[config.mk]
export PLATFORM = sky130hd
export DESIGN_NAME = tcw_controller
export DESIGN_NICKNAME = d
export VERILOG_FILES = /design/src/rtl/tcw_pkg.sv /design/src/rtl/tcw_controller.sv
export SDC_FILE = /design/constraint.sdc
export NUM_CORES = 1
export LEC_CHECK = 0
export ABC_AREA = 1
export BUFFER_PORTS_ARGS = -buffer_cell sky130_fd_sc_hd__buf_2
export CORE_MARGIN = 4
export CORE_UTILIZATION = 52
export DETAILED_ROUTE_END_ITERATION = 12
export PLACE_DENSITY = 0.83
export SYNTH_ARGS = -nofsm -noshare
export SYNTH_HDL_FRONTEND = slang
export SYNTH_SLANG_ARGS = --single-unit
export TNS_END_PERCENT = 50
[constraint.sdc]
create_clock -name clk -period 2.2 [get_ports clk]
set_input_delay 0.44 -clock clk [delete_from_list [all_inputs] [get_ports clk]]
set_output_delay 0.44 -clock clk [all_outputs]
set_load 0.01 [all_outputs]
[src/rtl/tcw_pkg.sv]
`timescale 1ns / 1ps
// Shared types and constants for the text console writer.
// No dependencies; every other file of the block imports this package.
package tcw_pkg;

    // Screen geometry and tab spacing.
    localparam int COLUMNS      = 80;
    localparam int ROWS         = 25;
    localparam int TAB_WIDTH    = 4;
    localparam int SCREEN_CELLS = COLUMNS * ROWS;

    // Field and internal widths.
    localparam int KIND_W   = 2;
    localparam int CHAR_W   = 8;
    localparam int COLOR_W  = 8;
    localparam int CELL_W   = 16;
    localparam int POS_W    = 11;
    localparam int ADDR_W   = $clog2(SCREEN_CELLS);
    localparam int CUR_W    = $clog2(SCREEN_CELLS + COLUMNS + TAB_WIDTH + 1);
    localparam int COL_W    = $clog2(COLUMNS);
    localparam int PH_W     = (TAB_WIDTH > 1) ? $clog2(TAB_WIDTH) : 1;
    localparam int ADV_W    = $clog2(TAB_WIDTH + 1);
    localparam int SUM_W    = $clog2(COLUMNS + TAB_WIDTH + 1);

    // Tab phase of the column reached by a tab that wraps into the next line,
    // and of the last column of a line.
    localparam logic [PH_W-1:0] TAB_WRAP_PHASE =
        PH_W'((TAB_WIDTH - (COLUMNS % TAB_WIDTH)) % TAB_WIDTH);
    localparam logic [PH_W-1:0] LAST_COL_PHASE = PH_W'((COLUMNS - 1) % TAB_WIDTH);

    // Item kinds.
    localparam logic [KIND_W-1:0] KIND_PUT   = 2'd0;
    localparam logic [KIND_W-1:0] KIND_CLEAR = 2'd1;
    localparam logic [KIND_W-1:0] KIND_READ  = 2'd2;

    // Control characters.
    localparam logic [CHAR_W-1:0] CH_BACKSPACE = 8'd8;
    localparam logic [CHAR_W-1:0] CH_TAB       = 8'd9;
    localparam logic [CHAR_W-1:0] CH_NEWLINE   = 8'd10;

    localparam logic [COLOR_W-1:0] TEXT_COLOR_RESET = 8'h0F;

    // Sweep counter operations.
    typedef enum logic [1:0] {
        CNT_HOLD = 2'd0,
        CNT_ZERO = 2'd1,
        CNT_BASE = 2'd2,
        CNT_INC  = 2'd3
    } tcw_cnt_op_t;

    // Commands from the controller to the datapath.
    typedef struct packed {
        logic        start;         // item accepted: clear scroll flag
        logic        put_apply;     // apply put character to cursor and memory
        logic        rd_input;      // read the cell addressed by the item
        logic        rd_copy;       // read the source cell of a scroll copy
        logic        zero_wr;       // write zero at the sweep counter
        logic        scroll_apply;  // move cursor up one row, mark scrolled
        logic        home;          // cursor to cell zero
        logic        res_load;      // load the result register
        logic        res_from_read; // result value comes from the read data
        tcw_cnt_op_t cnt_op;
    } tcw_cmd_t;

    // Status from the datapath to the controller.
    typedef struct packed {
        logic cursor_over;   // cursor is past the last cell
        logic cnt_copy_last; // last scroll copy source is being read
        logic cnt_last;      // sweep counter at the last cell
    } tcw_status_t;

endpackage

[src/rtl/tcw_controller.sv]
`timescale 1ns / 1ps
// Controller of the text console writer: sequences puts, reads, clears,
// scrolls and the memory sweep after reset. Depends on tcw_pkg.
module tcw_controller import tcw_pkg::*; (
    input  logic              clk,
    input  logic              rst_n,
    input  logic              in_valid,
    input  logic [KIND_W-1:0] in_kind,
    output logic              in_ready,
    output logic              out_valid,
    input  logic              out_ready,
    input  tcw_status_t       status,
    output tcw_cmd_t          cmd
);

    typedef enum logic [7:0] {
        ST_INIT        = 8'b0000_0001,
        ST_IDLE        = 8'b0000_0010,
        ST_PUT_CHECK   = 8'b0000_0100,
        ST_READ        = 8'b0000_1000,
        ST_CLEAR       = 8'b0001_0000,
        ST_SCROLL_COPY = 8'b0010_0000,
        ST_SCROLL_DRAIN= 8'b0100_0000,
        ST_SCROLL_ZERO = 8'b1000_0000
    } tcw_state_t;

    tcw_state_t state_reg, state_next;
    logic       out_valid_reg, out_valid_next;
    logic       accept;

    // The result slot is free, or is emptied at this edge.
    assign in_ready = (state_reg == ST_IDLE) && (!out_valid_reg || out_ready);
    assign accept   = in_valid && in_ready;

    // Next state and commands.
    always_comb
    begin
        state_next = state_reg;
        cmd        = '0;
        unique case (state_reg)
            ST_INIT:
            begin
                cmd.zero_wr = 1'b1;
                cmd.cnt_op  = CNT_INC;
                if (status.cnt_last)
                begin
                    cmd.cnt_op = CNT_ZERO;
                    state_next = ST_IDLE;
                end
            end
            ST_IDLE:
            begin
                cmd.cnt_op = CNT_ZERO;
                if (accept)
                begin
                    cmd.start = 1'b1;
                    if (in_kind == KIND_PUT)
                    begin
                        cmd.put_apply = 1'b1;
                        state_next    = ST_PUT_CHECK;
                    end
                    else if (in_kind == KIND_CLEAR)
                    begin
                        state_next = ST_CLEAR;
                    end
                    else
                    begin
                        cmd.rd_input = 1'b1;
                        state_next   = ST_READ;
                    end
                end
            end
            ST_PUT_CHECK:
            begin
                if (status.cursor_over)
                begin
                    state_next = ST_SCROLL_COPY;
                end
                else
                begin
                    cmd.res_load = 1'b1;
                    state_next   = ST_IDLE;
                end
            end
            ST_READ:
            begin
                cmd.res_load      = 1'b1;
                cmd.res_from_read = 1'b1;
                state_next        = ST_IDLE;
            end
            ST_CLEAR:
            begin
                cmd.zero_wr = 1'b1;
                cmd.cnt_op  = CNT_INC;
                if (status.cnt_last)
                begin
                    cmd.home     = 1'b1;
                    cmd.res_load = 1'b1;
                    cmd.cnt_op   = CNT_ZERO;
                    state_next   = ST_IDLE;
                end
            end
            ST_SCROLL_COPY:
            begin
                cmd.rd_copy = 1'b1;
                cmd.cnt_op  = CNT_INC;
                if (status.cnt_copy_last)
                begin
                    cmd.cnt_op = CNT_BASE;
                    state_next = ST_SCROLL_DRAIN;
                end
            end
            ST_SCROLL_DRAIN:
            begin
                // The last copied cell is written in this cycle.
                state_next = ST_SCROLL_ZERO;
            end
            ST_SCROLL_ZERO:
            begin
                cmd.zero_wr = 1'b1;
                cmd.cnt_op  = CNT_INC;
                if (status.cnt_last)
                begin
                    cmd.scroll_apply = 1'b1;
                    cmd.cnt_op       = CNT_ZERO;
                    state_next       = ST_PUT_CHECK;
                end
            end
            default:
            begin
                state_next = ST_INIT;
            end
        endcase
    end

    // Result valid flag.
    always_comb
    begin
        out_valid_next = out_valid_reg;
        if (cmd.res_load)
        begin
            out_valid_next = 1'b1;
        end
        else if (out_ready)
        begin
            out_valid_next = 1'b0;
        end
    end

    always_ff @(posedge clk or negedge rst_n)
    begin
        if (!rst_n)
        begin
            state_reg     <= ST_INIT;
            out_valid_reg <= 1'b0;
        end
        else
        begin
            state_reg     <= state_next;
            out_valid_reg <= out_valid_next;
        end
    end

    assign out_valid = out_valid_reg;

    // A result is never loaded over one that is still waiting.
    a_no_overwrite: assert property (@(posedge clk) disable iff (!rst_n)
        cmd.res_load |-> !(out_valid_reg && !out_ready))
        else $error("result register overwritten");

    // A clear item starts the memory sweep in the next cycle.
    a_clear_sweep: assert property (@(posedge clk) disable iff (!rst_n)
        (accept && in_kind == KIND_CLEAR) |=> state_reg == ST_CLEAR)
        else $error("clear item did not start the sweep");

    // The copy drain cycle is followed by zeroing the bottom row.
    a_drain_then_zero: assert property (@(posedge clk) disable iff (!rst_n)
        state_reg == ST_SCROLL_DRAIN |=> state_reg == ST_SCROLL_ZERO)
        else $error("scroll drain not followed by bottom row clear");

endmodule

After elaboration in Yosys (flattened, before gate mapping)
Cells that the tools add are included.

word-level totals
  bits in registers = 9
  input port bits = 9
  output and inout bits = 13
  word-level logic and storage cells = 51

operators by class
  equal/unequal tests = 13
  muxes and demuxes = 27
  reduce and logical (&&, ||, !) cells = 9

operator list
  cell                number
  $pmux 8 s7          1
  $mux 8              5
  $mux 1              13
  $eq 8x1->1 const B  1
  $eq 8x2->1 const B  1
  $eq 8x3->1 const B  1
  $eq 8x4->1 const B  1
  $eq 8x5->1 const B  1
  $eq 8x6->1 const B  1
  $eq 8x7->1 const B  1
  $eq 8x8->1 const B  1
  $mux 3              2
  $mux 6              1
  $ne 2x2->1 const B  3
  $pmux 2 s3          1
  $mux 5              1
  $mux 2              2
  $reduce_and 4->1    1
  $pmux 1 s3          1
  $reduce_or 3->1     1
  $eq 2x1->1 const B  1
  $logic_and 1x1->1   2
  $logic_not 2->1     1
  $ne 2x1->1 const B  1
  other kinds (4)     4

Longest topological paths before layout
  word-level depth = 6
  gate-level depth with buffers = 10
  depth with buffers taken out = 10

Worst setup path after synthesis
Ideal clock, no wire load.

  path type = register to output
  from = reg state_reg[5]
  to = out cmd[9] (netlist name)
  arrival time = 1254 ps
  data required time = 1760 ps
  slack = 506 ps
  cell stages (with the launch flop) = 8
  buffers on the path = 0
  path through = dfrtp_1 -> nor2_1 -> nand2_2 -> nor2_4 -> inv_2 -> nor2_2 -> nand2_2 -> nor3_2

RTL lines
  element                 line                   RTL
  from (decl)             tcw_controller.sv:27   tcw_state_t state_reg, state_next;
  from (signal assigned)  tcw_controller.sv:159  state_reg <= state_next;
  to (decl)               tcw_controller.sv:13   output tcw_cmd_t cmd

==> results.md <==
* Drt first pass iters at 4
* Cells after synthesis at 105
* Synthesized area per cell at 6.46 sq um
* Core Footprint at 0.00117 sq mm
* Final hold violations at 0
* Ys flop type: dfrtp_1
* Initial Util at 0.579
* Largest net degree at the start of global routing at 10
* Root buffer cell: clkbuf_4
* Net Sw Power at 344 uW
* Fmax at 484 MHz
* Flops & latches, synth at 9
* Outcome: complete, no violations
* Yosys Warn Count at 0
* Final wirelength at 1.63 mm
* H-tree depth at 1
* Mapped cell area at 678 sq um
* Post-synth ARST share at 1.00
* Longest Clk Path Bufs at 2
* 1st-iter DRT viols at 16
* Die width at 44.1 um
* Setup crit start kind: flop
* Slew margin rel. at 0.842
* Combinational Power Share at 0.538
* Pint at 432 uW
* Routed vias at 703
* DP Worst Slack at 407 ps
* Initial antenna violation count at 0
* HP Class: in2async
* Worst endpoint required time at 1760 ps
* Vias in the first global route at 636
* Fillers at 97
* Dpl cells at 139
* Routed WL per cell at 11.4 um
* Slowest cell on crit path: dfrtp_1
* GPL Wtd Cong at 0.854
* Dpl hpwl at 1.33 mm
* Largest register FFs at 8
* Placement Cell Area at 793 sq um
* GRT Total Usage at 0.171
* Slew @ Worst Pin at 237 ps
* Post-Route Utilization at 0.706
* Die Height at 44.1 um
* VDD IR max at 0.000617 V
* Worst-path clk slew at 60 ps
* Cells along the critical path: nor2_2 > nand2_2 > nor2_4 > inv_2 > nor2_2 > nand2_2 > nor3_2 > buf_2
* # Max-Cap Violations at 0
* Total power at 776 uW
* Static Leak at 0.512 nW
* Final hold slack at 26.6 ps
* Layout area overhead at 22.0%
* Yosys cell types at 21
* Slew Limit Fails at 0
* Die area at 0.00195 sq mm
* N_diodes at 0
* Clock sink count at 9
* First-pass GRT wire length at 2.50 mm
* Clock buffer count from CTS at 3
* PnR worst setup slack at 136 ps
* Antenna Nets Post-Route at 0
* IO Port Bufs at 21
* Design area at 827 sq um
* Post-synthesis sequential area ratio at 0.334
* Nets@finish at 139
* CP arrival at 1620 ps
* Max FO, Critical Path at 4
* PwrDens at 938 mW/mm^2
* Slowest stage delay, CP at 420 ps
* Clock skew at 1.86 ps
* Io pins at 22
* Finished Layout Cells at 143
* Residual DRC at 0
* Post-synthesis net count at 114
* Fin Setup TNS at 0 ps
* Setup violation total in the final timing report at 0
* Clock Latency Late Sink at 250 ps
* CTS tree: built
* Crit Path Category: reg2out
* Fin crit period at 2060 ps
* Grt total ovfl at 0
* Clock Power Share at 0.161
* Layout cells sized above 1 at 0.341
* Reg power frac at 0.301
* Placement row count at 12
* Avg Vias per Cell at 4.92
* Number of synthesized flops with an enable pin at 0
* Multi-input logic area at 384 sq um
* Crit end category: output pin
* Switching share of power at 0.444
* Register Area at 226 sq um
* Final worst path period share at 0.938
critical path, delay by kind of cell (launching register included):
| kind | cells | cell delay [ps] |
|---|---|---|
| simple gates | 6 | 730 |
| buf+inv | 2 | 220 |
| flops | 1 | 420 |
power by group through the flow:
stage / combinational [mW] / sequential [mW] / clock, mW
2_1_floorplan: 0.309 / 0.230 / 0
4_1_cts: 0.421 / 0.232 / 0.127
6_report: 0.417 / 0.234 / 0.125
5_1_grt: 0.478 / 0.238 / 0.136
3_3_place_gp: 0.417 / 0.232 / 0
3_5_place_dp: 0.419 / 0.235 / 0
placed cells by master, fill, tap and decap left out, drive strengths merged:
cell / synthesis / routed
nand2: 33 / 33
nor2: 26 / 26
buf: 1 / 21
inv: 18 / 18
dfrtp: 8 / 8
nand3: 8 / 8
clkbuf: 0 / 4
nand3b: 3 / 3
o21ai: 2 / 2
nand4: 1 / 1
nor3: 1 / 1
o21a: 1 / 1
nor3b: 1 / 1
or2: 1 / 1
dfstp: 1 / 1
worst paths after layout:
path	slack, ps	cells past startpoint	end	startpoint
max	140	8	cmd[9]	state_reg[5]
min	30	1	state_reg[4]	rst_n
max reg2reg	810	9	state_reg[4]	state_reg[0]
min reg2reg	490	2	state_reg[0]	state_reg[0]
max in group asynchronous	1920	1	state_reg[0]	rst_n
min in group clk	390	2	state_reg[7]	status[0]
synth_stat cells, types with 3 or more instances:
cell type  count  area [sq um]
inv_1         14          52.6
inv_2          4          15.0
nand3_1        7          35.0
nand3b_1       3          22.5
nand2_1       26          97.6
nor2_2         4          25.0
nor2_1        21          78.8
dfrtp_1        8           200
nand2_2        6          37.5
metal layers:
metal,track usage,up-vias,part of all wire
li1,-,366,-
met5,0,-,0
met2,0.294,26,0.48
met1,0.208,305,0.42
met4,0.0542,0,0.023
met3,0.0407,6,0.073
cells by family (layout without fill, tap and decap cells):
| logic type | Yosys count | after routing | synth area share |
|---|---|---|---|
| AND/OR/NAND/NOR | 74 | 74 | 0.530 |
| buffers and inverters | 19 | 43 | 0.111 |
| flip-flops | 9 | 9 | 0.334 |
| AO/OA/AOI/OAI | 3 | 3 | 0.0258 |
timing repair:
action,in CTS,in global routing
gates resized for setup,0,2
setup endpoints to repair,0,2
hold buffers,0,0
buffers inserted,0,0
cell type report:
class / instances / area share
Clock buffer: 4 / 0.0318
Inverter: 18 / 0.0817
Multi-Input combinational cell: 77 / 0.464
Sequential cell: 9 / 0.274
Tap cell: 14 / 0.0212
Timing Repair Buffer: 21 / 0.127
No activity file was read; power rests on OpenSTA's default activity.
